## src/sv/hbd_pkg.sv

```systemverilog
// Package of shared constants and types for the explicit-code Huffman bit decoder.
`default_nettype none

package hbd_pkg;

    localparam int HBD_MAX_NODES = 4096;

    localparam logic [15:0] HBD_OUT_LIMIT = 16'd65520;

    localparam logic [15:0] HBD_BLOCK_BYTES_RESET = 16'hFFFF;

    localparam logic [18:0] HBD_POS_MAX = 19'h7FFFF;

    typedef struct packed {
        logic [7:0] symbol;
        logic       error;
        logic       last;
    } hbd_result_t;

endpackage

`default_nettype wire

```

## src/sv/hbd_out_if.sv

```systemverilog
// Output channel interface carrying one decoded symbol per transfer.
`default_nettype none

interface hbd_out_if;

    logic       valid;
    logic       ready;
    logic [7:0] symbol;
    logic       error;
    logic       last;

    modport source (
        output valid,
        output symbol,
        output error,
        output last,
        input  ready
    );

    modport sink (
        input  valid,
        input  symbol,
        input  error,
        input  last,
        output ready
    );

endinterface

`default_nettype wire

```

## src/sv/hbd_out_stage.sv

```systemverilog
// Two-entry output stage: result register plus skid register.
`default_nettype none

module hbd_out_stage
    import hbd_pkg::*;
(
    input  logic         clk,
    input  logic         rst_n,
    input  logic         push,
    input  hbd_result_t  push_data,
    output logic         room,
    hbd_out_if.source    symbols
);

    logic        out_valid_reg;
    logic        out_valid_next;
    hbd_result_t out_data_reg;
    hbd_result_t out_data_next;
    logic        skid_valid_reg;
    logic        skid_valid_next;
    hbd_result_t skid_data_reg;
    hbd_result_t skid_data_next;
    logic        pop;

    assign pop  = out_valid_reg && symbols.ready;
    assign room = !skid_valid_reg;

    always_comb
    begin
        out_valid_next  = out_valid_reg;
        out_data_next   = out_data_reg;
        skid_valid_next = skid_valid_reg;
        skid_data_next  = skid_data_reg;
        if (!out_valid_reg || pop)
        begin
            if (skid_valid_reg)
            begin
                out_valid_next  = 1'b1;
                out_data_next   = skid_data_reg;
                skid_valid_next = push;
                skid_data_next  = push_data;
            end
            else
            begin
                out_valid_next = push;
                out_data_next  = push_data;
            end
        end
        else if (push)
        begin
            skid_valid_next = 1'b1;
            skid_data_next  = push_data;
        end
    end

    always_ff @(posedge clk or negedge rst_n)
    begin
        if (!rst_n)
        begin
            out_valid_reg  <= 1'b0;
            skid_valid_reg <= 1'b0;
        end
        else
        begin
            out_valid_reg  <= out_valid_next;
            skid_valid_reg <= skid_valid_next;
        end
    end

    always_ff @(posedge clk)
    begin
        out_data_reg  <= out_data_next;
        skid_data_reg <= skid_data_next;
    end

    assign symbols.valid  = out_valid_reg;
    assign symbols.symbol = out_data_reg.symbol;
    assign symbols.error  = out_data_reg.error;
    assign symbols.last   = out_data_reg.last;

endmodule

`default_nettype wire

```

## src/flat_wrapper.sv

```systemverilog
// flat-port wrapper written by rule: the top's interface ports become plain ports
module hbd_out_stage_flat import hbd_pkg::*;
  (clk, rst_n, push, push_data, room, symbols_valid, symbols_symbol, symbols_error, symbols_last, symbols_ready);
  hbd_out_if symbols_i ();
  input  logic clk;
  input  logic rst_n;
  input  logic push;
  input  hbd_result_t push_data;
  output logic room;
  output wire logic [$bits(symbols_i.valid)-1:0] symbols_valid;
  output wire logic [$bits(symbols_i.symbol)-1:0] symbols_symbol;
  output wire logic [$bits(symbols_i.error)-1:0] symbols_error;
  output wire logic [$bits(symbols_i.last)-1:0] symbols_last;
  input wire logic [$bits(symbols_i.ready)-1:0] symbols_ready;
  assign symbols_valid = symbols_i.valid;
  assign symbols_symbol = symbols_i.symbol;
  assign symbols_error = symbols_i.error;
  assign symbols_last = symbols_i.last;
  assign symbols_i.ready = symbols_ready;
  hbd_out_stage u_core (.clk(clk), .rst_n(rst_n), .push(push), .push_data(push_data), .room(room), .symbols(symbols_i));
endmodule
```

## config.mk

```make
export PLATFORM = sky130hd
export DESIGN_NAME = hbd_out_stage_flat
export DESIGN_NICKNAME = d
export VERILOG_FILES = /design/src/sv/hbd_pkg.sv /design/src/sv/hbd_out_if.sv /design/src/sv/hbd_out_stage.sv /design/src/flat_wrapper.sv
export SDC_FILE = /design/constraint.sdc
export NUM_CORES = 1
export LEC_CHECK = 0
export ABC_AREA = 0
export BUFFER_PORTS_ARGS = -buffer_cell sky130_fd_sc_hd__buf_2
export CAP_MARGIN = 0
export CORE_MARGIN = 2
export CORE_UTILIZATION = 45
export CTS_BUF_LIST = sky130_fd_sc_hd__clkbuf_8
export DETAILED_ROUTE_END_ITERATION = 7
export HOLD_SLACK_MARGIN = 0.05
export MAX_ROUTING_LAYER = met4
export PLACE_DENSITY = 0.75
export SYNTH_ARGS = -nofsm -noshare
export SYNTH_HDL_FRONTEND = slang
export SYNTH_SLANG_ARGS = --single-unit
```

## constraint.sdc

```tcl
create_clock -name clk -period 1.18 [get_ports clk]
set_input_delay 0.177 -clock clk [delete_from_list [all_inputs] [get_ports clk]]
set_output_delay 0.177 -clock clk [all_outputs]
set_load 0.03 [all_outputs]
```

---- Word level (Yosys, flattened, before mapping) ----
Cells that the tools add are included.
storage, ports and cells
  flip-flop bits (word level) ............. 22
operators by class
  multiplexer cells ....................... 8
  equal/unequal tests ..................... 1
  reduce and logical (&&, ||, !) cells .... 6
operators with widths
  operator              number
  $mux W10              4
  $mux W1               4
  $logic_not A1 Y1      2
  $ne A2 B1 Y1 const B  1
  $reduce_and A2 Y1     1
  $reduce_bool A2 Y1    1
  $logic_and A1 B1 Y1   1
  $logic_or A1 B1 Y1    1

---- Depth between registers and ports, before layout ----
  depth in word-level cells ............... 4
  gate-level depth with buffers ........... 2
  mapped depth without buffers ............ 2

---- Worst setup path after synthesis ----
No wires, ideal clock.
  path type ............................... register to register
  start ................................... register u_core.out_valid_reg (netlist: u_core.symbols.valid)
  end ..................................... register u_core.skid_data_reg[0] (netlist bit) (enable)
  arrival ................................. 1170 ps
  setup time .............................. 273 ps
  data required time ...................... 907 ps
  cell stages (with the launch flop) ...... 3
  slack ................................... -262 ps
  cells stage by stage .................... dfrtp_1 nor2b_2 mux2_2
between the ends
  cells in the longest elaborated chain, start to end .. 4
  elaborated cells on any way between the ends .. 6
  those cells by class .................... eq/ne (1); reduce/logical (5)
ends and longest elaborated chain
  item                                                                 line                                      RTL
  from (decl)                                                          hbd_out_stage.sv:15                       logic out_valid_reg;
  from (signal assigned)                                               hbd_out_stage.sv:65                       out_valid_reg <= out_valid_next;
  $logic_not A1 Y1 or $logic_and A1 B1 Y1 (tied branches)              hbd_out_stage.sv:34, hbd_out_stage.sv:25
  $logic_or A1 B1 Y1 *                                                 hbd_out_stage.sv:34                       if (!out_valid_reg || pop)
  $ne A2 B1 Y1 (no source line) or $reduce_bool A2 Y1 (tied branches)  n/a
  $reduce_and A2 Y1 (no source line) *                                 n/a
  to (signal assigned)                                                 hbd_out_stage.sv:73                       skid_data_reg <= skid_data_next;
  to (decl)                                                            hbd_out_stage.sv:21                       hbd_result_t skid_data_reg;
Every way passes the cells marked *; elsewhere a longest branch is shown, timed or not.
A chain may end at the register's enable or synchronous reset.

---- Worst setup path in the final report ----
  start ................................... register u_core.out_valid_reg (netlist: u_core.symbols.valid)
  end ..................................... register u_core.skid_data_reg[7] (netlist bit) (enable)
Same word-level chain as after synthesis.

==> flow_summary.ini <==
[synth]
seq_area_frac_synth_pct = 76.9
yosysUniqueCellTypes = 9
synth_nets = 53
avgSynthCellArea_sq_um = 21.7
syn_inst = 39
ys_ff_latch = 22
mappedNetlistArea_sq_um = 846
synth_warnings = 0

[setup_path]
endpoint_kind = register
path_cells = nor2b_4 -> mux2_4
timing.rr.end = u_core.skid_data_reg[7]$_DFFE_PP_
crit_cells = 2
path_buf_inv = 0
worstPathArrival_ns = 1.17
critPathSlowestCell = dfrtp_2
reg2regPathDepth = 2
cpLargestDelayFamily = flip-flops
reg2reg_slack_ns = 0.02
required_ns = 1.19
startpoint_type = register
path_max_fanout = 5
cpPeakStageDelay_ns = 0.36
rr_startpoint = u_core.symbols.valid$_DFFE_PN0P_
critical_path_class = reg2reg

[timing]
fin_worst_skew_ns = 0.00221
fmax_ghz = 0.859
period_share_pct = 98.7
rsz0062_at_grt = true
whs_ns = 0.112
layout_setup_ws_ns = 0.0157
maxSlewHeadroom_pct = 89.1
finalHoldViolCount = 0
fin_crit_ns = 1.16
worst_pin_slew_ns = 0.164
setup_viol = 0
slew_viol_final = 0

[final_layout]
final_layout_size_suffix_gt1_share_pct = 65.3
area_growth_syn_to_layout_pct = 32.0
final_cell_mix = buf_2, edfxtp_1, mux2_4, mux2_2, clkbuf_8
final_cells = 97
n_antenna_cell = 0
largest_reg_flops = 10
layout.nets = 87
mostFrequentLayoutCell = buf_2
final_area_sq_um = 1120

[placed_design]
dpl-instance-area_sq_um = 1040
dp_cells = 91
gp_congestion = 0.626
dp_hpwl_um = 907
port_buffers = 25
dp_slack_ns = 0.00804

[cts]
clock_latency_ns = 0.25
cts_buffers = 3
path_clk_slew_ns = 0.07
cts_tree = yes
cts_root_buf = clkbuf_8
cts_max_level = 1
clock_sinks = 22
clk_path_buf_depth = 2

[die]
dieArea_sq_um = 2240
die_y_um = 47.4
start_util_pct = 48.5
core-area_sq_um = 1750
die_w_um = 47.4
placementRows = 15
pin_count = 26

[global_route]
grt_max_degree = 13
grt_first_pass_wirelength_um = 1950
overflow = 0
grt_pass1_vias = 455
grt.total_usage_pct = 13.5
antenna_found_initial = 0

[routing]
vias = 435
routed_wl_um = 1240
drt_iter0_markers = 8
vias_per_cell = 4.48
drc_errors = 0
wl_per_cell_um = 12.8
firstDrtPassIters = 4
ant_nets = 0

[power_and_ir_drop]
power.total_mw = 1.80
power_density_nw_per_um2 = 1610
p_leak_nw = 0.471
ir_drop_mv = 0.918

[flow_run]
cap_viol_max_count = 0

[run_status]
status = complete, no violations

[worst_hold_path]
hp-class = in2reg
hold_start = push_data[8]
min_to = u_core.skid_data_reg[8]$_DFFE_PP_
min_delay_path_depth = 1
-- worst register-to-register path, stage by stage, from the launching register on --
cell,delay (ns)
dfrtp_2,0.36
nor2b_4,0.21
mux2_4,0.36
-- cell families (layout without fill, tap and decap cells) --
logic type	after synthesis	after routing	share of synthesized area (%)
multiplexers	11	12	17.8
adder cells (fa/ha/maj)	1	1	1.33
flip-flops	22	22	76.9
buffers and inverters	3	35	2.22
AND/OR/NAND/NOR	2	2	1.78
-- cell usage after synthesis, drive strengths merged --
cell type / n / area [sq um]
mux2: 11 / 150
maj3: 1 / 11.3
or3: 1 / 6.26
edfxtp: 20 / 601
dfrtp: 2 / 50.1
buf: 1 / 11.3
inv: 2 / 7.51
nor2b: 1 / 8.76
-- final cells by class --
class                      count  area [sq um]
sequential                    22           652
tap                           25          31.3
clock inverter                 1          3.75
inverter                       2          7.51
clock buffer                   3          41.3
multi-input combinational     15           200
timing repair buffer          29           180
fill                         123           629
-- routing by layer --
metal	track usage, %	up-vias	wire (um)
met2	21.4	14	632
met3	3.46	0	61
met5	-	-	0
met4	5.00	0	0
li1	-	217	-
met1	16.6	204	550
-- worst max-delay path by stage --
stage                                      from                           endpoint  slack [ns]
6_report       u_core.symbols.valid$_DFFE_PN0P_  u_core.skid_data_reg[7]$_DFFE_PP_        0.02
5_1_grt        u_core.symbols.valid$_DFFE_PN0P_  u_core.skid_data_reg[9]$_DFFE_PP_       -0.03
4_1_cts        u_core.symbols.valid$_DFFE_PN0P_  u_core.skid_data_reg[7]$_DFFE_PP_    -0.00006
3_5_place_dp   u_core.symbols.valid$_DFFE_PN0P_  u_core.skid_data_reg[7]$_DFFE_PP_       0.008
3_3_place_gp   u_core.symbols.valid$_DFFE_PN0P_  u_core.skid_data_reg[9]$_DFFE_PP_        0.04
2_1_floorplan  u_core.symbols.valid$_DFFE_PN0P_  u_core.skid_data_reg[0]$_DFFE_PP_       -0.08
-- through the flow --
step / TNS, ns / util, %
after floorplan: -0.777 / -
after global placement: 0 / 59.4
after detailed placement: 0 / 59.4
after CTS: -0.0000621 / 62.9
after global routing: -0.330 / 63.9
final: 0 / 63.9
-- power by group --
group / total, mW / internal, mW / switching, mW
Sequential: 0.980 / 0.959 / 0.0211
Clock: 0.443 / 0.231 / 0.212
Combinational: 0.377 / 0.170 / 0.207
Total: 1.80 / 1.36 / 0.440
-- repair_timing --
| item | CTS | global route |
|---|---|---|
| hold buffers | 1 | 0 |
| pin swaps | 0 | 0 |
| gates cloned | 0 | 1 |
| gates resized for setup | 2 | 3 |
| buffers inserted | 0 | 0 |
| endpoints found under the hold margin | 2 | 0 |
| endpoints found under the setup margin | 2 | 11 |
Note: power is estimated with default switching activity, not from simulation.
